[config.mk]
export PLATFORM = sky130hd
export DESIGN_NAME = pwc_vbuf
export DESIGN_NICKNAME = d
export VERILOG_FILES = /design/src/pwc_pkg.sv /design/src/pwc_vbuf.sv
export SDC_FILE = /design/constraint.sdc
export NUM_CORES = 2
export LEC_CHECK = 0
export ABC_AREA = 1
export ABC_CLOCK_PERIOD_IN_PS = 4100
export BUFFER_PORTS_ARGS = -buffer_cell sky130_fd_sc_hd__buf_2
export CORE_ASPECT_RATIO = 1.5
export CORE_MARGIN = 5
export CORE_UTILIZATION = 40
export CTS_CLUSTER_DIAMETER = 30
export DETAILED_ROUTE_END_ITERATION = 7
export PLACE_DENSITY_LB_ADDON = 0.08
export SYNTH_ARGS = -nofsm -noshare
export SYNTH_HDL_FRONTEND = slang
export SYNTH_SLANG_ARGS = --single-unit
[constraint.sdc]
create_clock -name clk -period 4.1 [get_ports clk]
set_input_delay 0.82 -clock clk [delete_from_list [all_inputs] [get_ports clk]]
set_output_delay 0.82 -clock clk [all_outputs]
set_load 0.05 [all_outputs]
[src/pwc_pkg.sv]
package pwc_pkg;

    localparam int COORD_BITS    = 16;
    localparam int MAX_VERTS_DEF = 60;
    localparam int LIST_DEPTH    = 64;
    localparam int LIST_AW       = $clog2(LIST_DEPTH);
    localparam int LIST_CW       = LIST_AW + 1;
    localparam int NUM_EDGES     = 4;
    localparam int EDGE_BITS     = $clog2(NUM_EDGES);
    localparam int CFG_IDX_BITS  = 3;
    localparam int MUL_BITS      = COORD_BITS + 1;
    localparam int L_BITS        = 2 * COORD_BITS + 2;
    localparam int ACC_BITS      = 3 * COORD_BITS + 4;
    localparam int DSH_PAD       = ACC_BITS - L_BITS - COORD_BITS;
    localparam int UPC_BITS      = 5;

    localparam logic [CFG_IDX_BITS-1:0] CFG_CORNER0_X = 3'd0;
    localparam logic [CFG_IDX_BITS-1:0] CFG_CORNER0_Y = 3'd1;
    localparam logic [CFG_IDX_BITS-1:0] CFG_CORNER1_X = 3'd2;
    localparam logic [CFG_IDX_BITS-1:0] CFG_CORNER1_Y = 3'd3;
    localparam logic [CFG_IDX_BITS-1:0] CFG_CORNER2_X = 3'd4;
    localparam logic [CFG_IDX_BITS-1:0] CFG_CORNER2_Y = 3'd5;
    localparam logic [CFG_IDX_BITS-1:0] CFG_CORNER3_X = 3'd6;
    localparam logic [CFG_IDX_BITS-1:0] CFG_CORNER3_Y = 3'd7;

    localparam logic [UPC_BITS-1:0] UPC_INSIDE = 5'd0;
    localparam logic [UPC_BITS-1:0] UPC_ISECT  = 5'd3;

    typedef logic signed [COORD_BITS-1:0] coord_t;

    typedef struct packed {
        coord_t x;
        coord_t y;
    } vertex_t;

    typedef struct packed {
        coord_t vert_x;
        coord_t vert_y;
        logic   final_vertex;
    } vert_in_t;

    typedef struct packed {
        coord_t out_x;
        coord_t out_y;
        logic   end_of_list;
        logic   empty_result;
        logic   overflowed;
    } clip_out_t;

    typedef enum logic [1:0] {
        ALU_CLR,
        ALU_MUL,
        ALU_ABS,
        ALU_DIV
    } alu_op_t;

    typedef enum logic [3:0] {
        M_NONE,
        M_PXA,
        M_PYA,
        M_AX,
        M_AY,
        M_SX,
        M_SY,
        M_DX1,
        M_DY1,
        M_L1,
        M_L2,
        M_DSH
    } mc_sel_t;

    typedef enum logic [3:0] {
        R_NONE,
        R_BYA,
        R_BXA,
        R_BY,
        R_BX,
        R_PY,
        R_PX,
        R_DY2,
        R_DX2,
        R_DX1,
        R_DY1
    } mp_sel_t;

    typedef enum logic [3:0] {
        ACT_NONE,
        ACT_INSIDE,
        ACT_L1,
        ACT_L2,
        ACT_DEN,
        ACT_DABS,
        ACT_NSIGN,
        ACT_RX,
        ACT_RY
    } act_t;

    typedef struct packed {
        alu_op_t op;
        logic    neg;
        mc_sel_t mc;
        mp_sel_t mp;
        act_t    act;
        logic    last;
    } uop_t;

    typedef struct packed {
        logic    go;
        alu_op_t op;
        logic    neg;
    } alu_cmd_t;

    typedef enum logic [1:0] {
        PH_S,
        PH_P,
        PH_X
    } phase_t;

    typedef enum logic [3:0] {
        S_LOAD,
        S_PASS_INIT,
        S_RD_WAIT,
        S_ISSUE,
        S_WAIT,
        S_AFTER,
        S_WR_ISECT,
        S_WR_PT,
        S_ADV,
        S_PASS_END,
        S_EMIT_RD,
        S_EMIT_LD,
        S_EMIT_HOLD
    } state_t;

    function automatic uop_t mk_uop(input alu_op_t op, input logic neg, input mc_sel_t mc,
                                    input mp_sel_t mp, input act_t act, input logic last);
        uop_t u;
        u.op   = op;
        u.neg  = neg;
        u.mc   = mc;
        u.mp   = mp;
        u.act  = act;
        u.last = last;
        return u;
    endfunction

    // inside test program, then intersection program
    function automatic uop_t uop_at(input logic [UPC_BITS-1:0] idx);
        uop_t u;
        u = mk_uop(ALU_CLR, 1'b0, M_NONE, R_NONE, ACT_NONE, 1'b0);
        case (idx)
            5'd0:  u = mk_uop(ALU_CLR, 1'b0, M_NONE, R_NONE, ACT_NONE,   1'b0);
            5'd1:  u = mk_uop(ALU_MUL, 1'b0, M_PXA,  R_BYA,  ACT_NONE,   1'b0);
            5'd2:  u = mk_uop(ALU_MUL, 1'b1, M_PYA,  R_BXA,  ACT_INSIDE, 1'b1);
            5'd3:  u = mk_uop(ALU_CLR, 1'b0, M_NONE, R_NONE, ACT_NONE,   1'b0);
            5'd4:  u = mk_uop(ALU_MUL, 1'b0, M_AX,   R_BY,   ACT_NONE,   1'b0);
            5'd5:  u = mk_uop(ALU_MUL, 1'b1, M_AY,   R_BX,   ACT_L1,     1'b0);
            5'd6:  u = mk_uop(ALU_CLR, 1'b0, M_NONE, R_NONE, ACT_NONE,   1'b0);
            5'd7:  u = mk_uop(ALU_MUL, 1'b0, M_SX,   R_PY,   ACT_NONE,   1'b0);
            5'd8:  u = mk_uop(ALU_MUL, 1'b1, M_SY,   R_PX,   ACT_L2,     1'b0);
            5'd9:  u = mk_uop(ALU_CLR, 1'b0, M_NONE, R_NONE, ACT_NONE,   1'b0);
            5'd10: u = mk_uop(ALU_MUL, 1'b0, M_DX1,  R_DY2,  ACT_NONE,   1'b0);
            5'd11: u = mk_uop(ALU_MUL, 1'b1, M_DY1,  R_DX2,  ACT_DEN,    1'b0);
            5'd12: u = mk_uop(ALU_ABS, 1'b0, M_NONE, R_NONE, ACT_DABS,   1'b0);
            5'd13: u = mk_uop(ALU_CLR, 1'b0, M_NONE, R_NONE, ACT_NONE,   1'b0);
            5'd14: u = mk_uop(ALU_MUL, 1'b0, M_L1,   R_DX2,  ACT_NONE,   1'b0);
            5'd15: u = mk_uop(ALU_MUL, 1'b1, M_L2,   R_DX1,  ACT_NSIGN,  1'b0);
            5'd16: u = mk_uop(ALU_ABS, 1'b0, M_NONE, R_NONE, ACT_NONE,   1'b0);
            5'd17: u = mk_uop(ALU_DIV, 1'b0, M_DSH,  R_NONE, ACT_RX,     1'b0);
            5'd18: u = mk_uop(ALU_CLR, 1'b0, M_NONE, R_NONE, ACT_NONE,   1'b0);
            5'd19: u = mk_uop(ALU_MUL, 1'b0, M_L1,   R_DY2,  ACT_NONE,   1'b0);
            5'd20: u = mk_uop(ALU_MUL, 1'b1, M_L2,   R_DY1,  ACT_NSIGN,  1'b0);
            5'd21: u = mk_uop(ALU_ABS, 1'b0, M_NONE, R_NONE, ACT_NONE,   1'b0);
            5'd22: u = mk_uop(ALU_DIV, 1'b0, M_DSH,  R_NONE, ACT_RY,     1'b1);
            default: u = mk_uop(ALU_CLR, 1'b0, M_NONE, R_NONE, ACT_NONE, 1'b1);
        endcase
        return u;
    endfunction

endpackage

[src/pwc_vbuf.sv]
module pwc_vbuf
    import pwc_pkg::*;
(
    input  logic                 clk,
    input  logic                 we,
    input  logic [LIST_AW:0]     waddr,
    input  vertex_t              wdata,
    input  logic [LIST_AW:0]     raddr,
    output vertex_t              rdata
);

    // two ping-pong lists, bank select in the top address bit
    vertex_t mem [2*LIST_DEPTH];
    vertex_t rdata_reg;

    always_ff @(posedge clk)
    begin
        if (we)
        begin
            mem[waddr] <= wdata;
        end
        rdata_reg <= mem[raddr];
    end

    assign rdata = rdata_reg;

endmodule

Word level (Yosys, flattened, before mapping)

Memory sizes are Yosys's and may differ from the RTL's. A register that Yosys moved wholly into a read port is not among the register bits.
Index checks and enable logic that the tools add are counted.
Widths: inputs -> output; s select.

Flip-flop bits (word level): 0
Bits in latches: 0
RAM bits: 4,096
Bits in read-only memories: 0
Input bits: 48
Memories: 1

Add/subtract/negate cells: 0
Multipliers: 0
Div/mod/pow operators: 0
$lt $le $gt $ge: 0
Equality and inequality tests: 0
Shifts and indexed selects: 0
Mux-type cells: 2
Bitwise logic cells: 0
Reduce and logical (&&, ||, !) cells: 0

Memory list:

| memory | words | bits a word | read ports | clocked after memory_dff | wr ports | line           | source |
|---|---|---|---|---|---|---|---|
| mem    | 128   | 32          | 1          | 1                        | 1        | pwc_vbuf.sv:13 | `vertex_t mem [2*LIST_DEPTH];` |

Operators with widths:

| operator | number |
|---|---|
| $mux 1   | 2 |

Longest topological paths before layout

Depth in word-level cells: 2
Mapped depth: 13
Gate-level depth less buffers: 9

Worst setup path before layout

OpenSTA, ideal clock, no wires.

Path type: input to register
Start: input we
End: memory mem[105][0] (netlist name) (enable)
Library setup time: 0.421 ns
Arrival: 2.797 ns
Required time: 3.679 ns
Path slack: 0.882 ns
Stages: 4
Cell sequence: clkbuf_1 nand2_1 clkbuf_1 nor2_1

Cells in the longest elaborated chain, start to end: 2

Ends and longest elaborated chain:

| element                      | line           | source |
|---|---|---|
| start: declaration           | pwc_vbuf.sv:5  | `input logic we,` |
| $mux 1                       | pwc_vbuf.sv:18 | `if (we)` |
| $mux 1 (implied by the code) | pwc_vbuf.sv:20 | `mem[waddr] <= wdata;` |
| end: declaration             | pwc_vbuf.sv:13 |  |

No other way between the ends.

Worst setup path in the final report

Start: register, netlist name rdata[18]
End: output rdata[18] (netlist name)

RTL lines:

| element          | line          | source |
|---|---|---|
| end: declaration | pwc_vbuf.sv:9 | `output vertex_t rdata` |

No word-level cell between the ends.

==> impl_metrics.py <==
metrics = {
    "hold_path": {
        "hold_class": "primary input to flip-flop",
    },
    "final_layout": {
        "largest_reg_flops": 4096,
        "area_growth_syn_to_layout_pct": 20.2,
        "area.sequential_mm2": 0.124,
        "multi_input_area_mm2": 0.0373,
        "drive_gt1_share_pct": 13.0,
        "fin_nets": 13800,
        "fin_area_mm2": 0.198,
        "fillers": 35800,
        "layoutNonFillerInstCount": 19700,
    },
    "route": {
        "vias_per_cell": 5.60,
        "finalWirelength_um": 565000,
        "wl_met3_um": 34600,
        "wl_per_cell_um": 28.6,
        "routed.top_layer": "met5",
        "dr.first_iter.drc_count": 11300,
        "met2_length_um": 277000,
        "wirelength_met1_um": 228000,
        "vias": 111000,
        "ant_nets": 0,
        "route.detailed.drc": 0,
        "drt_pre_antenna_iters": 8,
    },
    "clock_tree": {
        "clockBufferDepth": 4,
        "cts.sinks": 4128,
        "cts_resized": 0,
        "worst_skew_pair.late_latency_ns": 1.09,
        "postCtsSetupRepairBufs": 0,
        "cts-hold-fix-buffers": 0,
        "cts_htree_levels": 6,
        "cts_tree": "done",
        "numCtsBuffers": 655,
        "clk_pin_slew_ns": 0.06,
        "clockRootBuffer": "clkbuf_16",
    },
    "pwr": {
        "p_seq_share_pct": 42.7,
        "ir_worst_vdd_mv": 0.468,
        "power_leakage_nw": 69.5,
        "sw_frac_of_total_pct": 23.0,
        "power_density_mw_per_mm2": 554,
        "p_int_mw": 84.3,
        "p_comb_share_pct": 5.6,
        "power_switching_mw": 25.2,
        "power_frac_clock_pct": 51.7,
    },
    "synthesis": {
        "async_flop_share_pct": 0,
        "seq_area_frac_synth_pct": 75.1,
        "synth_top_area_share_pct": 74.7,
        "ys_warn_count": 0,
        "synth_area_mm2": 0.165,
        "synthesis.nets": 13400,
        "synth.area.top_cells": "edfxtp_1 (75%), nand3_1 (12%), nand2_1 (9.5%), buf_2 (1.8%), buf_4 (0.39%)",
        "netlist_instances": 13400,
        "synth_area_per_cell_um2": 12.3,
        "yosys.cell_count.top_type": "nand2_1",
        "synth_largest_area_cell": "edfxtp_1",
        "synth-seq-cells": 4128,
        "synth-main-ff-cell": "edfxtp_1",
        "synth_commonest_cells": "nand2_1 (4151), edfxtp_1 (4096), nand3_1 (4035)",
        "synth_edf_count": 4096,
        "synthDistinctLibCells": 15,
    },
    "setup_path": {
        "cp-start-kind": "flip-flop",
        "crit_slowest_cell": "dfxtp_1",
        "cpLargestDelayFamily": "flip-flops",
        "path_max_fanout": 12,
        "critPathCaptureType": "output port",
        "path_cells": "buf_2",
        "crit_arrival_ns": 2.40,
        "crit_buf_inv": 1,
        "crit_type": "flip-flop to output port",
        "worst_ep_required_time_ns": 3.28,
        "max_stage_delay_ns": 0.91,
    },
    "timing": {
        "slew_headroom_pct": 10.5,
        "final.setup_skew_ns": 0.0672,
        "finalSetupViolCount": 0,
        "timing.hold.ws_ns": 0.136,
        "final.setup.tns_ns": 0,
        "drv_slew": 0,
        "fin_ws_ns": 0.884,
        "fin_crit_sh_pct": 78.4,
        "fmax_ghz": 0.311,
        "min_period_ns": 3.22,
        "worst_pin_slew_ns": 1.34,
        "final-hold-violation-count": 0,
        "rsz0062_at_grt": "false",
    },
    "die": {
        "die-area_mm2": 0.425,
        "dieHeight_um": 796,
        "rows": 288,
        "start_util_pct": 40.1,
        "ios": 80,
        "core-area_mm2": 0.410,
        "chipWidth_um": 534,
    },
    "placed_design": {
        "dp_hpwl_um": 313000,
        "dpl_cell_area_mm2": 0.175,
        "dpl.cell_count": 18500,
        "pre_cts_ws_ns": 0.0249,
        "routabilityCongestion": 0.829,
        "numPortBuffers": 79,
    },
    "global_route": {
        "overflow": 0,
        "track_usage_pct": 25.9,
        "grt_pass1_vias": 108000,
        "antenna_found_initial": 46,
        "grt_max_degree": 132,
        "grt_pass1_wl_um": 802000,
    },
    "status": {
        "status": "finished, final reports clean",
    },
    "job": {
        "cap_violations": 0,
    },
}
-- placed cells by master (no fill, tap or decap) --
master,instances
diode_2,30
clkinv_8,13
dfxtp_1,32
inv_1,17
buf_12,199
clkbuf_16,679
edfxtp_1,4096
clkinv_16,2
nor3_1,8
clkinv_4,49
clkbuf_1,59
nand3_1,4035
clkinv_1,75
nand2_2,8
inv_6,57
buf_8,3
buf_6,1
inv_2,1
inv_8,8
clkbuf_8,5
inv_16,6
nor2_1,6
nor2_4,128
buf_4,406
clkinvlp_4,75
nand2_1,4143
clkinv_2,96
bufinv_16,91
buf_2,41
-- worst reg2reg max path, cell delays in order (launching register included) --
cell	delay (ns)
edfxtp_1	0.36
nand2_1	0.10
nand3_1	0.08
nand3_1	0.11
nand3_1	0.21
nand3_1	0.29
nand3_1	0.59
nand3_1	0.30
buf_4	0.18
nand2_1	0.05
-- logic make-up after synthesis --
logic type / count (synthesis) / synth area share, %
buf+inv: 933 / 2.84
simple gates: 8328 / 22.1
flops: 4128 / 75.1
-- stage by stage --
step	power (mW)	utilization (%)
final	110	48.2
after global routing	113	48.2
after CTS	110	48.2
after detailed placement	53.8	42.7
after global placement	53.7	42.7
after floorplan	50.5	-
-- cell type report --
type	count	area share, %
Sequential cell	4128	62.5
Timing Repair Buffer	650	3.69
Multi-Input combinational cell	8328	18.9
Inverter	24	0.0727
Tap cell	5365	3.39
Clock inverter	466	2.73
Antenna cell	30	0.0379
Clock buffer	743	8.74
-- path summary, 6_finish.rpt --
kind                                              from                 to  slack (ns)  depth (start not counted)
worst min-delay path                          raddr[6]  rdata[11]$_DFF_P_        0.14                          4
worst max register to register   mem[71][11]$_DFFE_PP_  rdata[11]$_DFF_P_        1.69                          9
worst max-delay path                 rdata[18]$_DFF_P_          rdata[18]        0.88                          1
worst min register to register  mem[116][14]$_DFFE_PP_  rdata[14]$_DFF_P_        0.88                          8
-- power groups by stage --
stage	Combinational [mW]	Clock, mW	Sequential [mW]
floorplan	2.80	0	47.7
global placement	6.10	0	47.6
detailed placement	6.14	0	47.6
CTS	6.16	57.4	46.8
global route	6.53	59.4	46.8
finish	6.09	56.6	46.8
-- per-layer routing --
| metal | up-vias | GRT usage, % |
|---|---|---|
| li1 | 49000 | - |
| met1 | 56500 | 33.9 |
| met2 | 4101 | 43.9 |
| met3 | 944 | 3.41 |
| met4 | 12 | 10.5 |
| met5 | - | 0 |
(Power assumes the default switching activity.)
