==> config.mk <==
export PLATFORM = sky130hd
export DESIGN_NAME = pwc_alu
export DESIGN_NICKNAME = d
export VERILOG_FILES = /design/src/pwc_pkg.sv /design/src/pwc_alu.sv
export SDC_FILE = /design/constraint.sdc
export NUM_CORES = 1
export LEC_CHECK = 0
export BUFFER_PORTS_ARGS = -buffer_cell sky130_fd_sc_hd__buf_2
export CORE_MARGIN = 1.5
export CORE_UTILIZATION = 59
export CTS_CLUSTER_DIAMETER = 120
export DETAILED_ROUTE_END_ITERATION = 12
export PLACE_DENSITY_LB_ADDON = 0.12
export SLEW_MARGIN = 20
export SYNTH_ARGS = -nofsm -noshare
export SYNTH_HDL_FRONTEND = slang
export SYNTH_SLANG_ARGS = --single-unit
==> constraint.sdc <==
create_clock -name clk -period 7.2 [get_ports clk]
set_input_delay 0.72 -clock clk [delete_from_list [all_inputs] [get_ports clk]]
set_output_delay 0.72 -clock clk [all_outputs]
set_load 0.02 [all_outputs]
==> src/pwc_pkg.sv <==
package pwc_pkg;

    localparam int COORD_BITS    = 16;
    localparam int MAX_VERTS_DEF = 60;
    localparam int LIST_DEPTH    = 64;
    localparam int LIST_AW       = $clog2(LIST_DEPTH);
    localparam int LIST_CW       = LIST_AW + 1;
    localparam int NUM_EDGES     = 4;
    localparam int EDGE_BITS     = $clog2(NUM_EDGES);
    localparam int CFG_IDX_BITS  = 3;
    localparam int MUL_BITS      = COORD_BITS + 1;
    localparam int L_BITS        = 2 * COORD_BITS + 2;
    localparam int ACC_BITS      = 3 * COORD_BITS + 4;
    localparam int DSH_PAD       = ACC_BITS - L_BITS - COORD_BITS;
    localparam int UPC_BITS      = 5;

    localparam logic [CFG_IDX_BITS-1:0] CFG_CORNER0_X = 3'd0;
    localparam logic [CFG_IDX_BITS-1:0] CFG_CORNER0_Y = 3'd1;
    localparam logic [CFG_IDX_BITS-1:0] CFG_CORNER1_X = 3'd2;
    localparam logic [CFG_IDX_BITS-1:0] CFG_CORNER1_Y = 3'd3;
    localparam logic [CFG_IDX_BITS-1:0] CFG_CORNER2_X = 3'd4;
    localparam logic [CFG_IDX_BITS-1:0] CFG_CORNER2_Y = 3'd5;
    localparam logic [CFG_IDX_BITS-1:0] CFG_CORNER3_X = 3'd6;
    localparam logic [CFG_IDX_BITS-1:0] CFG_CORNER3_Y = 3'd7;

    localparam logic [UPC_BITS-1:0] UPC_INSIDE = 5'd0;
    localparam logic [UPC_BITS-1:0] UPC_ISECT  = 5'd3;

    typedef logic signed [COORD_BITS-1:0] coord_t;

    typedef struct packed {
        coord_t x;
        coord_t y;
    } vertex_t;

    typedef struct packed {
        coord_t vert_x;
        coord_t vert_y;
        logic   final_vertex;
    } vert_in_t;

    typedef struct packed {
        coord_t out_x;
        coord_t out_y;
        logic   end_of_list;
        logic   empty_result;
        logic   overflowed;
    } clip_out_t;

    typedef enum logic [1:0] {
        ALU_CLR,
        ALU_MUL,
        ALU_ABS,
        ALU_DIV
    } alu_op_t;

    typedef enum logic [3:0] {
        M_NONE,
        M_PXA,
        M_PYA,
        M_AX,
        M_AY,
        M_SX,
        M_SY,
        M_DX1,
        M_DY1,
        M_L1,
        M_L2,
        M_DSH
    } mc_sel_t;

    typedef enum logic [3:0] {
        R_NONE,
        R_BYA,
        R_BXA,
        R_BY,
        R_BX,
        R_PY,
        R_PX,
        R_DY2,
        R_DX2,
        R_DX1,
        R_DY1
    } mp_sel_t;

    typedef enum logic [3:0] {
        ACT_NONE,
        ACT_INSIDE,
        ACT_L1,
        ACT_L2,
        ACT_DEN,
        ACT_DABS,
        ACT_NSIGN,
        ACT_RX,
        ACT_RY
    } act_t;

    typedef struct packed {
        alu_op_t op;
        logic    neg;
        mc_sel_t mc;
        mp_sel_t mp;
        act_t    act;
        logic    last;
    } uop_t;

    typedef struct packed {
        logic    go;
        alu_op_t op;
        logic    neg;
    } alu_cmd_t;

    typedef enum logic [1:0] {
        PH_S,
        PH_P,
        PH_X
    } phase_t;

    typedef enum logic [3:0] {
        S_LOAD,
        S_PASS_INIT,
        S_RD_WAIT,
        S_ISSUE,
        S_WAIT,
        S_AFTER,
        S_WR_ISECT,
        S_WR_PT,
        S_ADV,
        S_PASS_END,
        S_EMIT_RD,
        S_EMIT_LD,
        S_EMIT_HOLD
    } state_t;

    function automatic uop_t mk_uop(input alu_op_t op, input logic neg, input mc_sel_t mc,
                                    input mp_sel_t mp, input act_t act, input logic last);
        uop_t u;
        u.op   = op;
        u.neg  = neg;
        u.mc   = mc;
        u.mp   = mp;
        u.act  = act;
        u.last = last;
        return u;
    endfunction

    // inside test program, then intersection program
    function automatic uop_t uop_at(input logic [UPC_BITS-1:0] idx);
        uop_t u;
        u = mk_uop(ALU_CLR, 1'b0, M_NONE, R_NONE, ACT_NONE, 1'b0);
        case (idx)
            5'd0:  u = mk_uop(ALU_CLR, 1'b0, M_NONE, R_NONE, ACT_NONE,   1'b0);
            5'd1:  u = mk_uop(ALU_MUL, 1'b0, M_PXA,  R_BYA,  ACT_NONE,   1'b0);
            5'd2:  u = mk_uop(ALU_MUL, 1'b1, M_PYA,  R_BXA,  ACT_INSIDE, 1'b1);
            5'd3:  u = mk_uop(ALU_CLR, 1'b0, M_NONE, R_NONE, ACT_NONE,   1'b0);
            5'd4:  u = mk_uop(ALU_MUL, 1'b0, M_AX,   R_BY,   ACT_NONE,   1'b0);
            5'd5:  u = mk_uop(ALU_MUL, 1'b1, M_AY,   R_BX,   ACT_L1,     1'b0);
            5'd6:  u = mk_uop(ALU_CLR, 1'b0, M_NONE, R_NONE, ACT_NONE,   1'b0);
            5'd7:  u = mk_uop(ALU_MUL, 1'b0, M_SX,   R_PY,   ACT_NONE,   1'b0);
            5'd8:  u = mk_uop(ALU_MUL, 1'b1, M_SY,   R_PX,   ACT_L2,     1'b0);
            5'd9:  u = mk_uop(ALU_CLR, 1'b0, M_NONE, R_NONE, ACT_NONE,   1'b0);
            5'd10: u = mk_uop(ALU_MUL, 1'b0, M_DX1,  R_DY2,  ACT_NONE,   1'b0);
            5'd11: u = mk_uop(ALU_MUL, 1'b1, M_DY1,  R_DX2,  ACT_DEN,    1'b0);
            5'd12: u = mk_uop(ALU_ABS, 1'b0, M_NONE, R_NONE, ACT_DABS,   1'b0);
            5'd13: u = mk_uop(ALU_CLR, 1'b0, M_NONE, R_NONE, ACT_NONE,   1'b0);
            5'd14: u = mk_uop(ALU_MUL, 1'b0, M_L1,   R_DX2,  ACT_NONE,   1'b0);
            5'd15: u = mk_uop(ALU_MUL, 1'b1, M_L2,   R_DX1,  ACT_NSIGN,  1'b0);
            5'd16: u = mk_uop(ALU_ABS, 1'b0, M_NONE, R_NONE, ACT_NONE,   1'b0);
            5'd17: u = mk_uop(ALU_DIV, 1'b0, M_DSH,  R_NONE, ACT_RX,     1'b0);
            5'd18: u = mk_uop(ALU_CLR, 1'b0, M_NONE, R_NONE, ACT_NONE,   1'b0);
            5'd19: u = mk_uop(ALU_MUL, 1'b0, M_L1,   R_DY2,  ACT_NONE,   1'b0);
            5'd20: u = mk_uop(ALU_MUL, 1'b1, M_L2,   R_DY1,  ACT_NSIGN,  1'b0);
            5'd21: u = mk_uop(ALU_ABS, 1'b0, M_NONE, R_NONE, ACT_NONE,   1'b0);
            5'd22: u = mk_uop(ALU_DIV, 1'b0, M_DSH,  R_NONE, ACT_RY,     1'b1);
            default: u = mk_uop(ALU_CLR, 1'b0, M_NONE, R_NONE, ACT_NONE, 1'b1);
        endcase
        return u;
    endfunction

endpackage

==> src/pwc_alu.sv <==
module pwc_alu
    import pwc_pkg::*;
(
    input  logic                       clk,
    input  logic                       rst_n,
    input  alu_cmd_t                   cmd,
    input  logic signed [ACC_BITS-1:0] mcand,
    input  logic signed [MUL_BITS-1:0] mplier,
    output logic                       busy,
    output logic signed [ACC_BITS-1:0] acc,
    output logic [MUL_BITS-1:0]        quot
);

    localparam int CNT_W = $clog2(MUL_BITS);

    logic [ACC_BITS-1:0] acc_reg, acc_next;
    logic [ACC_BITS-1:0] mc_reg, mc_next;
    logic [ACC_BITS-1:0] add_a, add_b, sum;
    logic                add_sub;
    logic [MUL_BITS-1:0] mp_reg, mp_next;
    logic [MUL_BITS-1:0] q_reg, q_next;
    logic [CNT_W-1:0]    cnt_reg, cnt_next;
    alu_op_t             op_reg, op_next;
    logic                neg_reg, neg_next;
    logic                busy_reg, busy_next;
    logic                top_step;

    assign top_step = (cnt_reg == CNT_W'(MUL_BITS - 1));

    // the one shared adder
    always_comb
    begin
        add_a   = acc_reg;
        add_b   = mc_reg;
        add_sub = 1'b1;
        if (cmd.go)
        begin
            add_a = '0;
            add_b = acc_reg;
        end
        else if (op_reg == ALU_MUL)
        begin
            add_sub = neg_reg ^ top_step;
        end
        sum = add_a + (add_sub ? ~add_b : add_b) + ACC_BITS'(add_sub);
    end

    always_comb
    begin
        acc_next  = acc_reg;
        mc_next   = mc_reg;
        mp_next   = mp_reg;
        q_next    = q_reg;
        cnt_next  = cnt_reg;
        op_next   = op_reg;
        neg_next  = neg_reg;
        busy_next = busy_reg;
        if (cmd.go)
        begin
            unique case (cmd.op)
                ALU_CLR: acc_next = '0;
                ALU_ABS:
                begin
                    if (acc_reg[ACC_BITS-1])
                    begin
                        acc_next = sum;
                    end
                end
                ALU_MUL:
                begin
                    mc_next   = ACC_BITS'(mcand);
                    mp_next   = MUL_BITS'(mplier);
                    cnt_next  = '0;
                    op_next   = ALU_MUL;
                    neg_next  = cmd.neg;
                    busy_next = 1'b1;
                end
                ALU_DIV:
                begin
                    mc_next   = ACC_BITS'(mcand);
                    q_next    = '0;
                    cnt_next  = '0;
                    op_next   = ALU_DIV;
                    busy_next = 1'b1;
                end
                default: acc_next = acc_reg;
            endcase
        end
        else if (busy_reg)
        begin
            cnt_next = cnt_reg + CNT_W'(1);
            if (top_step)
            begin
                busy_next = 1'b0;
            end
            if (op_reg == ALU_MUL)
            begin
                if (mp_reg[0])
                begin
                    acc_next = sum;
                end
                mc_next = mc_reg << 1;
                mp_next = mp_reg >> 1;
            end
            else
            begin
                if (!sum[ACC_BITS-1])
                begin
                    acc_next = sum;
                end
                q_next  = {q_reg[MUL_BITS-2:0], ~sum[ACC_BITS-1]};
                mc_next = mc_reg >> 1;
            end
        end
    end

    always_ff @(posedge clk or negedge rst_n)
    begin
        if (!rst_n)
        begin
            busy_reg <= 1'b0;
            op_reg   <= ALU_CLR;
            cnt_reg  <= '0;
        end
        else
        begin
            busy_reg <= busy_next;
            op_reg   <= op_next;
            cnt_reg  <= cnt_next;
        end
    end

    always_ff @(posedge clk)
    begin
        acc_reg <= acc_next;
        mc_reg  <= mc_next;
        mp_reg  <= mp_next;
        q_reg   <= q_next;
        neg_reg <= neg_next;
    end

    assign busy = busy_reg;
    assign acc  = acc_reg;
    assign quot = q_reg;

endmodule

# --- Word-level counts from Yosys, hierarchy flattened ---
# Index checks and enable logic that the tools add are counted.
word_totals:
  ff_bits: 147
  in_bits: 75
  word_cells: 72
op_classes:
  addsub: 3
  n_eq_ne: 13
  n_mux: 32
  bitwise_logic: 3
  reduce_logical: 12
op_table:
  columns: ["operator", "count"]
  rows:
  - ["2-to-1 mux 52 bit", 13]
  - ["2-to-1 mux 17 bit", 8]
  - ["case mux 52 bit (2 select lines)", 1]
  - ["adder 52 x 1 -> 52 bit", 1]
  - ["adder 52 bit", 1]
  - ["inverter 52 bit", 1]
  - ["2-to-1 mux 5 bit", 3]
  - ["2-to-1 mux 1 bit", 6]
  - ["inequality test 3 bit (second input constant)", 2]
  - ["AND reduction 2 bit", 3]
  - ["AND reduction 3 bit", 2]
  - ["nonzero test 2 bit", 3]
  - ["adder 5 x 1 -> 5 bit (second input constant)", 1]
  - ["equality test 5 bit (second input constant)", 1]
  - ["AND reduction 5 bit", 1]
  - ["equality test 2 x 1 -> 1 bit (second input constant)", 2]
  - ["equality test 2 bit (second input constant)", 2]
  - ["inequality test 2 x 1 -> 1 bit (second input constant)", 2]
  - ["inequality test 2 bit (second input constant)", 2]
  - ["case mux 2 bit (2 select lines)", 1]
  - ["AND reduction 4 bit", 1]
  - ["inequality test 3 x 1 -> 1 bit (second input constant)", 1]
  - ["inequality test 3 x 2 -> 1 bit (second input constant)", 1]
  - ["logical NOT 2 bit", 1]
  - ["other kinds (3)", 3]

# --- Longest topological paths before layout ---
# Gate-level depths: netlist of run 1.
logic_depth:
  depth_word: 11
  ltp_mapped: 18

# --- Worst setup path after synthesis of run 1 ---
# Ideal clock, no wire load.
synth_path:
  path_kind: "in2reg"
  startpoint: "input cmd[3] (netlist name)"
  endpoint: "register acc_reg[0] (netlist: acc[0]) (enable)"
  setup_ns: 0.420
  t_arrival_ns: 5.489
  slack_ns: 1.292
  cell_stages: 15
  path_buffers: 3
  path_cell_list: "clkbuf_1 clkbuf_1 buf_1 mux2i_1 xnor2_1 ha_1 a21o_1 a31o_2 a21oi_1 o221ai_1 a221oi_1 o21a_1 o41ai_2 xnor2_1 a311o_1"
synth_between:
  elab_chain_cells: 7
synth_lines:
  columns: ["element", "line_no", "text"]
  rows:
  - ["from (decl)", "pwc_alu.sv:6", "input alu_cmd_t cmd,"]
  - ["2-to-1 mux 52 bit", "pwc_alu.sv:36", "if (cmd.go)"]
  - ["inverter 52 bit", "pwc_alu.sv:45", "sum = add_a + (add_sub ? ~add_b : add_b) + ACC_BITS'(add_sub);"]
  - ["2-to-1 mux 52 bit", "pwc_alu.sv:45", null]
  - ["adder 52 bit", "pwc_alu.sv:45", null]
  - ["adder 52 x 1 -> 52 bit", "pwc_alu.sv:45", null]
  - ["inequality test 3 x 2 -> 1 bit (no line)", null, null]
  - ["AND reduction 5 bit (no line) *", null, null]
  - ["to (signal assigned)", "pwc_alu.sv:135", "acc_reg <= acc_next;"]
  - ["to (decl)", "pwc_alu.sv:16", "logic [ACC_BITS-1:0] acc_reg, acc_next;"]
# Mark *: on every way between the ends. The rest lies on a longest branch, timed or not.
# A chain may end at the register's enable or synchronous reset.

# --- Final worst setup path of run 1 ---
layout_path:
  startpoint: "input cmd[3] (netlist name)"
  endpoint: "register acc_reg[31] (netlist: acc[31]) (enable)"
# The elaborated chain is that of the path after synthesis.

==> reports/metrics.csv, run 1 <==
stage;metric;value;unit
critical_path;crit_path_launch_type;primary input;
clock_network;cts_setup_buffers;0;
drt;via_count;8631;
timing;timing_worst_slew_pin_value;0.996;ns
global_routing;grt_max_degree;110;
synthesis;synthesis.instances;1106;
global_routing;grt_pass1_wl;41000;um
synthesis;synth_sequential_area_ratio;40.4;%
timing;max_clock_freq;185;MHz
critical_path;worst_path_most_repeated_cell;xnor2_1;
die;initial_utilization;60.3;%
global_routing;gr-total-overflow;0;
timing;slew_headroom;33.1;%
clock_network;tritoncts;yes;
power_and_ir_drop;peakVddDrop;229;uV
die;num_rows;49;
clock_network;cts.htree.levels;4;
power_and_ir_drop;power.density;380;nW/um^2
critical_path;critical_path.max_stage_delay;0.77;ns
drt;drt_iter0_markers;703;
power_and_ir_drop;design_power_total;4.67;mW
global_routing;antenna_found_initial;0;
final_layout;share_of_final_layout_standard_cells_stronger_than_drive_strength_1;17.9;%
clock_network;hold_buffers;0;
min_path;hp-class;in -> async;
timing;period_share;75.2;%
global_routing;global_route.usage.total;26.1;%
critical_path;arrival;5.52;ns
timing;totalNegativeSetupSlack;0;ns
drt;drt-total-wl;24900;um
die;die_x;138;um
placed_design;gp_congestion;0.934;
synthesis;async_reset_ff_share;5.44;%
job;max_cap_violations;0;
critical_path;critPathCaptureType;register;
synthesis;postSynthNetCount;1235;
critical_path;peak_fanout_along_the_critical_path;109;
die;floorplan.die.height;138;um
clock_network;resized_gates_after_cts;0;
critical_path;worstPathCellList;clkbuf_8 > buf_4 > mux2i_1 > xnor2_1 > ha_1 > a21oi_1 > inv_1 > a211oi_1 > o221ai_1 > a221oi_1 > o21a_1 > o41ai_2 > xnor2_1 > a311o_2 > buf_12;
clock_network;path_clk_slew;0.07;ns
placed_design;detailedPlacementHpwl;17700;um
synthesis;synth-seq-cells;147;
clock_network;cts_made_buffers;17;
die;core_area;18000;um^2
drt;vias_per_cell;5.95;
drt;route.detailed.wl_per_inst;17.2;um
timing;timing.final.max_slew_violations;0;
power_and_ir_drop;total_leakage_power;5.27;nW
critical_path;critPathTopFamily;compound AO/OA/AOI/OAI gates;
synthesis;post_synth_edffs;139;
timing;timing.final.crit_period;5.41;ns
final_layout;ff_latch_area;4370;um^2
timing;report.final.setup_viol;0;
timing;final-hold-violation-count;0;
final_layout;layout-area-overhead-vs-synth;13.6;%
critical_path;required;7.31;ns
synthesis;synth.yosys.warnings;0;
synthesis;dominant_synthesized_flop_cell;edfxtp_1;
timing;finalClockSkew;0.0108;ns
global_routing;grt_pass1_vias;8215;
clock_network;max-clock-path-buffers;2;
die;ioPinCount;145;
critical_path;crit_slowest_cell;buf_4;
clock_network;root_buffer;clkbuf_16;
drt;firstDrtPassIters;5;
final_layout;layout.nets;1338;
placed_design;placed_cell_area;11700;um^2
die;design.die.area;19200;um^2
synthesis;syn-mean-instance-area;9.79;um^2
final_layout;area_of_the_multi_input_gates;6140;um^2
timing;final.hold.worst_slack;0.120;ns
critical_path;critical_path_class;in -> reg;
clock_network;clk_latency;0.43;ns
final_layout;antenna_diode_instance_count;0;
drt;drcViolationCount;0;
final_layout;final_cell_area;12300;um^2
placed_design;number_of_buffer_cells_added_on_primary_ports;144;
timing;rsz0062_at_grt;no;
critical_path;critical_path.n_buffers_inverters;4;
clock_network;clk_sinks;147;
drt;postRouteAntennaNets;0;
synthesis;mappedNetlistArea;10800;um^2
final_layout;fillCellCount;1467;
status;result_of_the_run;finished, final reports clean;
synthesis;yosysUniqueCellTypes;71;
[final cells by class]
type                       instances  area share, %
multi-input combinational        871           49.9
sequential                       147           35.6
timing repair buffer             151           6.56
clock buffer                      17           3.46
tap                              229           2.33
clock inverter                    14           1.53
inverter                          21          0.641
[final timing paths]
kind	start	to	slack [ns]	cells past startpoint
max in group asynchronous	rst_n	cnt_reg[1]$_DFFE_PN0P_	6.92	1
hold reg to reg	cnt_reg[4]$_DFFE_PN0P_	cnt_reg[4]$_DFFE_PN0P_	0.55	2
hold / removal	rst_n	cnt_reg[4]$_DFFE_PN0P_	0.12	1
setup / recovery	cmd[3]	acc[31]$_DFFE_PP_	1.79	15
setup reg to reg	cnt_reg[0]$_DFFE_PN0P_	acc[31]$_DFFE_PP_	2.01	17
min in group clk	cmd[0]	neg_reg$_DFFE_PP_	0.48	1
[cell families after synthesis]
group                      synth area share [%]
and+or+nand+nor                            16.0
adders and majority gates                  6.31
buffers and inverters                      3.17
AOI/OAI and AO/OA                          15.2
DFF                                        40.4
xor gates and xnor gates                   7.69
muxes                                      11.2
[routing by layer]
layer | track usage, % | vias up | wire [um]
li1 | - | 4245 | -
met1 | 35.3 | 4102 | 11300
met2 | 42.8 | 236 | 12000
met3 | 4.23 | 48 | 1090
met4 | 8.81 | 0 | 595
met5 | 0 | - | 0
[metrics by stage]
step,setup slack (ns),utilization (%),instances
finish,1.79,68.5,1450
CTS,1.82,68.5,1450
global placement,1.52,65.1,1419
floorplan,1.29,-,1106
global route,1.38,68.5,1450
detailed placement,1.38,65.1,1419
[cells in the final DEF, fill, tap and decap left out, drive strengths merged, types with 17 or more instances in the layout]
master  instances
nand3          18
nor2           73
mux2i         102
a21oi          63
nor2b          74
xor2           20
xnor2          75
nand2         105
mux2           17
edfxtp        139
clkbuf         18
a21o           25
o21ai          92
buf           150
inv            29
nand4          19
ha             53
[power by group]
part / switching [mW] / leakage [nW] / total [mW] / internal (mW)
Combinational: 1.42 / 3.50 / 2.36 / 0.941
Clock: 0.391 / 0.297 / 0.947 / 0.555
Sequential: 0.148 / 1.48 / 1.37 / 1.22
Total: 1.96 / 5.27 / 4.67 / 2.72
[synthesized netlist by cell type, types with 3 or more instances]
| cell type | count | area share [%] |
|---|---|---|
| a211oi_1 | 5 | 0.35 |
| a21boi_0 | 3 | 0.21 |
| a21o_1 | 24 | 1.7 |
| a21oi_1 | 62 | 2.9 |
| a311o_1 | 3 | 0.28 |
| a311oi_1 | 3 | 0.24 |
| a31oi_1 | 9 | 0.52 |
| and2_1 | 7 | 0.40 |
| and3_1 | 9 | 0.52 |
| buf_1 | 10 | 0.35 |
| buf_2 | 4 | 0.18 |
| clkbuf_1 | 51 | 1.8 |
| dfrtp_1 | 8 | 1.8 |
| edfxtp_1 | 139 | 39 |
| ha_1 | 53 | 6.1 |
| inv_1 | 21 | 0.73 |
| mux2_2 | 17 | 1.8 |
| mux2i_1 | 102 | 9.4 |
| nand2_1 | 105 | 3.6 |
| nand2b_1 | 10 | 0.58 |
| nand3_1 | 18 | 0.83 |
| nand4_1 | 19 | 1.1 |
| nor2_1 | 73 | 2.5 |
| nor2b_1 | 74 | 4.3 |
| nor3_1 | 10 | 0.46 |
| nor4_1 | 4 | 0.23 |
| o211ai_1 | 7 | 0.49 |
| o21a_1 | 7 | 0.49 |
| o21ai_0 | 87 | 4.0 |
| o21ai_1 | 3 | 0.14 |
| o21bai_1 | 9 | 0.62 |
| o31ai_1 | 4 | 0.28 |
| or3_1 | 7 | 0.40 |
| xnor2_1 | 75 | 6.1 |
| xor2_1 | 20 | 1.6 |
No activity file was read; power rests on OpenSTA's default activity.
==> inputs of run 2 (changes only) <==
CORE_UTILIZATION = 54   (was 59)
clock period = 4.7 ns   (was 7.2 ns; I/O delays follow)
==> run 2 against run 1 <==
Register-to-register slack worse by 1.9 ns. Critical path depth increased by 5. Sequential share of layout area fell by 1.1 points. Critical endpoint is now acc[48]$_DFFE_PP_. Highest routed layer unchanged. Cell area increased by 3.3%. Hold slack better by 0.10 ns. Clock power increased by 47%. Via count grew 2.2%. Global-route usage fell by 0.59 points.
==> reports/metrics.csv, run 2 (synthesis results as in run 1) <==
stage;metric;value;unit;change
die;floorplan.die.height;145;um;+4.4%
timing;timing.final.crit_period;4.59;ns;
final_layout;final_common_cell;buf_2;;
placed_design;placement.setup.worst_slack;0.191;ns;-1.19 ns
critical_path;critical_path.max_stage_delay;0.43;ns;-0.34 ns
placed_design;detailedPlacementHpwl;18800;um;+6.2%
timing;finalClockSkew;0.0104;ns;-0.000424 ns
global_routing;global_route.usage.total;25.5;%;-0.59 points
placed_design;gp_congestion;0.950;;+1.7%
power_and_ir_drop;peakVddDrop;360;uV;+57%
placed_design;placed_cell_area;11900;um^2;+2.1%
timing;totalNegativeSetupSlack;0;ns;unchanged
global_routing;grt_pass1_wl;41500;um;+1.4%
final_layout;share_of_final_layout_standard_cells_stronger_than_drive_strength_1;20.5;%;+2.5 points
clock_network;cts_made_buffers;17;;unchanged
drt;firstDrtPassIters;8;;+3
min_path;hp-class;in -> reg;;
drt;vias_per_cell;5.80;;-2.5%
die;num_rows;51;;+4.1%
power_and_ir_drop;design_power_total;7.30;mW;+56%
critical_path;reg2reg_depth;20;;+3
drt;drcViolationCount;0;;unchanged
drt;drt_iter0_markers;577;;-18%
critical_path;arrival;4.86;ns;-0.66 ns
timing;slew_headroom;35.5;%;+2.3 points
critical_path;peak_fanout_along_the_critical_path;14;;-87%
timing;post-route-worst-setup-slack;0.115;ns;-1.67 ns
critical_path;crit_path_launch_type;register;;
job;max_cap_violations;0;;unchanged
final_layout;layout.nets;1371;;+2.5%
critical_path;critPathCaptureType;register;;
global_routing;grt_pass1_vias;8344;;+1.6%
power_and_ir_drop;power.density;574;nW/um^2;+51%
clock_network;clk_sinks;147;;unchanged
final_layout;layout_common_cells;143 x buf_2, 139 x edfxtp_1, 105 x nand2_1, 101 x mux2i_1, 86 x o21ai_0;;
min_path;worstHoldPathCells;1;;
clock_network;clk_latency;0.44;ns;about the same
timing;max_clock_freq;218;MHz;
critical_path;crit_slowest_cell;a2111o_1;;
clock_network;tritoncts;yes;;
die;initial_utilization;55.3;%;-5.0 points
drt;via_count;8817;;+2.2%
timing;timing.final.max_slew_violations;0;;unchanged
clock_network;path_clk_slew;0.07;ns;about the same
final_layout;final_core_util;64.9;%;-3.6 points
power_and_ir_drop;total_leakage_power;5.47;nW;+3.8%
timing;period_share;97.6;%;
global_routing;grt_max_degree;98;;-11%
critical_path;worstPathCellList;inv_1 > ha_1 > and4bb_2 > mux2i_4 > buf_12 > buf_12 > clkbuf_16 > nor2_1 > nor2_1 > fa_1 > a21o_1 > a221o_1 > buf_4 > a31oi_4 > o311ai_4 > a21oi_4 > o221ai_2 > a2111o_1 > and3_4 > nor3_2;;
final_layout;antenna_diode_instance_count;0;;unchanged
drt;drt-total-wl;26400;um;+6.1%
critical_path;critical_path_class;reg -> reg;;
global_routing;gr-total-overflow;0;;unchanged
placed_design;number_of_buffer_cells_added_on_primary_ports;144;;unchanged
die;die_x;145;um;+4.4%
status;result_of_the_run;finished, final reports clean;;
clock_network;root_buffer;clkbuf_16;;
global_routing;antenna_found_initial;0;;unchanged
clock_network;cts.htree.levels;4;;unchanged
die;core_area;19600;um^2;+9.1%
die;design.die.area;20900;um^2;+9.0%
die;ioPinCount;145;;unchanged
clock_network;max-clock-path-buffers;2;;unchanged
timing;rsz0062_at_grt;yes;;
final_layout;final_cell_area;12700;um^2;+3.3%
drt;postRouteAntennaNets;0;;unchanged
timing;report.final.setup_viol;0;;unchanged
final_layout;layout-area-overhead-vs-synth;17.4;%;
timing;final-hold-violation-count;0;;unchanged
critical_path;required;4.98;ns;-2.33 ns
drt;route.detailed.wl_per_inst;17.4;um;+1.2%
timing;timing_worst_slew_pin_value;0.966;ns;-0.0303 ns
-- run 2: cell types whose count changed in the layout (fill, tap and decap cells not counted), moves of 2 or more --
| cell | before | now |
|---|---|---|
| inv_8 | 3 | 5 |
| a21oi_1 | 62 | 60 |
| buf_4 | 5 | 29 |
| a21oi_2 | 0 | 2 |
| clkbuf_16 | 17 | 20 |
| bufinv_16 | 3 | 1 |
| clkinv_4 | 0 | 2 |
| buf_12 | 2 | 7 |
-- run 2: repair_timing --
| item | CTS | global route |
|---|---|---|
| hold endpoints to repair | 8 | 0 |
| setup buffers | 0 | 8 |
| gates resized for setup | 0 | 6 |
| endpoints found under the setup margin | 0 | 56 |
| hold buffers | 1 | 0 |
-- run 2: area by class of cell --
type / count / area [um^2]
Clock buffer: 18 / 429
Clock inverter: 14 / 163
Fill cell: 1655 / 6880
Inverter: 21 / 78.8
Multi-Input combinational cell: 871 / 6160
Sequential cell: 147 / 4380
Tap cell: 265 / 332
Timing Repair Buffer: 184 / 1170
-- run 2: layer usage --
| layer | wire length (um) | global-route usage, % | vias to the layer above |
|---|---|---|---|
| met3 | 1280 | 4.60 | 39 |
| met4 | 400 | 6.59 | 0 |
| li1 | - | - | 4308 |
| met1 | 11700 | 33.3 | 4226 |
| met2 | 13000 | 43.5 | 244 |
| met5 | 0 | 0 | - |
-- run 2: final timing paths --
check,start,endpoint,slack [ns]
min reg2reg,mp_reg[4]$_DFFE_PP_,mp_reg[3]$_DFFE_PP_,0.55
max,cnt_reg[0]$_DFFE_PN0P_,acc[48]$_DFFE_PP_,0.11
max in group asynchronous,rst_n,cnt_reg[0]$_DFFE_PN0P_,4.09
min in group asynchronous,rst_n,op_reg[0]$_DFFE_PN0P_,0.41
min,cmd[0],neg_reg$_DFFE_PP_,0.22
max reg2reg,cnt_reg[0]$_DFFE_PN0P_,acc[48]$_DFFE_PP_,0.11
-- run 2: critical path: cells and delay by family (launching register included) --
kind / cells / cell delay [ns]
muxes: 1 / 0.20
AOI/OAI and AO/OA: 7 / 1.78
buffers and inverters: 5 / 0.67
DFF: 1 / 0.39
and+or+nand+nor: 5 / 0.81
adders and majority gates: 2 / 0.58
-- run 2: metrics by stage --
stage	hold slack [ns]	cells
3_5_place_dp	0.323	1476
3_3_place_gp	0.320	1476
2_1_floorplan	0.174	1106
6_report	0.220	1520
4_1_cts	0.209	1509
5_1_grt	0.212	1520
-- run 2: power by group --
| part | switching (mW) | internal (mW) |
|---|---|---|
| registers | 0.233 | 1.87 |
| logic | 2.25 | 1.56 |
| clock network | 0.631 | 0.759 |
==> inputs of run 3 (changes only) <==
CELL_PAD_IN_SITES_DETAIL_PLACEMENT = 1   (was unset)
CELL_PAD_IN_SITES_GLOBAL_PLACEMENT = 1   (was unset)
CORE_UTILIZATION = 41   (was 54)
CTS_CLUSTER_SIZE = 28   (was unset)
SLEW_MARGIN = 40   (was 20)
==> run 3 against run 2 <==
Sequential power about the same. Clock-buffer cell count down 1. Total power rose by 3.5%. Clock skew is 0.0056 ns higher. Critical path type unchanged. Largest power group unchanged.
==> reports/metrics.csv, run 3 (synthesis results as in run 1) <==
stage;metric;value;unit;change
timing;final-hold-violation-count;0;;unchanged
global_routing;gr-total-overflow;0;;unchanged
timing;period_share;96.5;%;-1.1 points
final_layout;final_common_cell;buf_2;;
status;result_of_the_run;finished, final reports clean;;
critical_path;crit_slowest_cell;a311o_2;;
die;initial_utilization;41.7;%;-14 points
drt;route.detailed.wl_per_inst;18.8;um;+8.4%
clock_network;root_buffer;clkbuf_16;;
global_routing;grt_pass1_wl;48800;um;+17%
critical_path;critical_path.max_stage_delay;0.46;ns;+0.03 ns
placed_design;detailedPlacementHpwl;22300;um;+19%
global_routing;grt_pass1_vias;9343;;+12%
critical_path;peak_fanout_along_the_critical_path;25;;+11
placed_design;gp_congestion;0.853;;-10%
power_and_ir_drop;power.density;583;nW/um^2;+1.7%
critical_path;critical_path.n_buffers_inverters;3;;-2
placed_design;number_of_buffer_cells_added_on_primary_ports;144;;unchanged
final_layout;antenna_diode_instance_count;0;;unchanged
final_layout;area_of_the_multi_input_gates;6200;um^2;+0.57%
timing;max_clock_freq;221;MHz;+1.1%
die;floorplan.die.height;166;um;+14%
die;die_x;166;um;+14%
timing;timing_worst_slew_pin_value;0.772;ns;-0.194 ns
critical_path;critPathCaptureType;register;;
drt;met2RoutedLength;15100;um;+16%
critical_path;critPathTopFamily;compound AO/OA/AOI/OAI gates;;
drt;drt-total-wl;30300;um;+15%
die;core_area;26000;um^2;+33%
drt;via_count;8870;;+0.60%
critical_path;critical_path_class;reg -> reg;;
clock_network;clk_latency;0.44;ns;about the same
global_routing;grt_max_degree;140;;+43%
min_path;min_from;cmd[0];;
timing;finalClockSkew;0.0160;ns;+0.00561 ns
power_and_ir_drop;total_leakage_power;5.53;nW;+1.1%
critical_path;reg2reg_slack;0.17;ns;+0.05 ns
final_layout;fillCellCount;2956;;+79%
die;design.die.area;27400;um^2;+31%
drt;met3RoutedLength;778;um;-39%
timing;timing.final.max_slew_violations;0;;unchanged
die;num_rows;59;;+16%
global_routing;antenna_found_initial;0;;unchanged
drt;vias_per_cell;5.52;;-4.9%
final_layout;layout-area-overhead-vs-synth;19.5;%;
min_path;hp-class;in -> reg;;
final_layout;share_of_final_layout_standard_cells_stronger_than_drive_strength_1;21.8;%;+1.4 points
global_routing;global_route.usage.total;22.6;%;-2.8 points
timing;final.hold.worst_slack;0.222;ns;+0.00125 ns
clock_network;cts.htree.levels;4;;unchanged
final_layout;final_core_util;49.8;%;-15 points
timing;timing.final.crit_period;4.53;ns;-0.0516 ns
critical_path;arrival;4.71;ns;-0.15 ns
timing;slew_headroom;48.5;%;+13 points
timing;report.final.setup_viol;0;;unchanged
drt;drcViolationCount;0;;unchanged
critical_path;launch_instance_of_the_worst_register_to_register_path;cnt_reg[0]$_DFFE_PN0P_;;
final_layout;ff_latch_area;4370;um^2;about the same
drt;maxUsedRoutingLayer;met4;;
drt;postRouteAntennaNets;0;;unchanged
clock_network;cts_made_buffers;17;;unchanged
power_and_ir_drop;peakVddDrop;269;uV;-25%
drt;drt_iter0_markers;354;;-39%
critical_path;required;4.88;ns;-0.10 ns
clock_network;tritoncts;yes;;
final_layout;layout.nets;1389;;+1.3%
critical_path;worstPathCellList;inv_1 > ha_1 > and4bb_2 > mux2i_4 > buf_12 > xnor2_1 > ha_2 > a21o_1 > a31o_2 > a21oi_2 > o221ai_2 > a221oi_2 > o21a_1 > o41ai_2 > xnor2_1 > a311o_2 > buf_12;;
job;max_cap_violations;0;;unchanged
drt;route.layer.met1.wl;14100;um;+20%
drt;firstDrtPassIters;6;;-2
clock_network;max-clock-path-buffers;2;;unchanged
die;ioPinCount;145;;unchanged
final_layout;layout_common_cells;143 x buf_2, 139 x edfxtp_1, 105 x nand2_1, 101 x mux2i_1, 86 x o21ai_0;;
clock_network;path_clk_slew;0.07;ns;about the same
critical_path;crit_path_launch_type;register;;
clock_network;clk_sinks;147;;unchanged
critical_path;worstSetupStartpoint;cnt_reg[0]$_DFFE_PN0P_;;
[run 3: worst paths after layout]
path | end | cells after the start
max in group asynchronous | busy$_DFFE_PN0P_ | 2
min reg2reg | mp_reg[2]$_DFFE_PP_ | 1
min in group asynchronous | cnt_reg[3]$_DFFE_PN0P_ | 2
max reg2reg | acc[21]$_DFFE_PP_ | 17
min | neg_reg$_DFFE_PP_ | 1
max | acc[21]$_DFFE_PP_ | 17
[run 3: routing by layer]
metal / global-route usage (%) / up-vias
li1: - / 4341
met1: 29.3 / 4372
met2: 40.1 / 127
met3: 2.85 / 30
met4: 5.24 / 0
met5: 0 / -
[run 3: per-stage QoR]
stage,setup TNS (ns),cells,instance area [um^2],worst slack [ns],total power [mW]
after floorplan,0,1106,10900,0.0246,4.81
after global routing,-0.423,1608,12900,-0.0183,8.08
after global placement,0,1567,12200,0.136,5.99
final,0,1608,12900,0.166,7.55
after detailed placement,0,1569,12200,0.0561,6.06
after CTS,0,1602,12800,0.0242,7.55
[run 3: what timing repair did]
action,CTS,global route
buffers inserted,0,6
setup endpoints to repair,0,65
hold buffers,1,0
resized for setup,0,13
hold endpoints to repair,8,0
[run 3: power breakdown]
group          internal, mW  switching [mW]  total, mW
Combinational          1.64            2.35       3.99
Sequential             1.87           0.243       2.11
Clock                 0.800           0.646       1.45
[run 3: cell type report]
| class | count | area share (%) |
|---|---|---|
| timing repair buffer | 202 | 9.83 |
| inverter | 21 | 0.609 |
| sequential | 147 | 33.8 |
| clock inverter | 15 | 1.32 |
| clock buffer | 17 | 3.29 |
| tap | 335 | 3.24 |
| multi-input combinational | 871 | 47.9 |
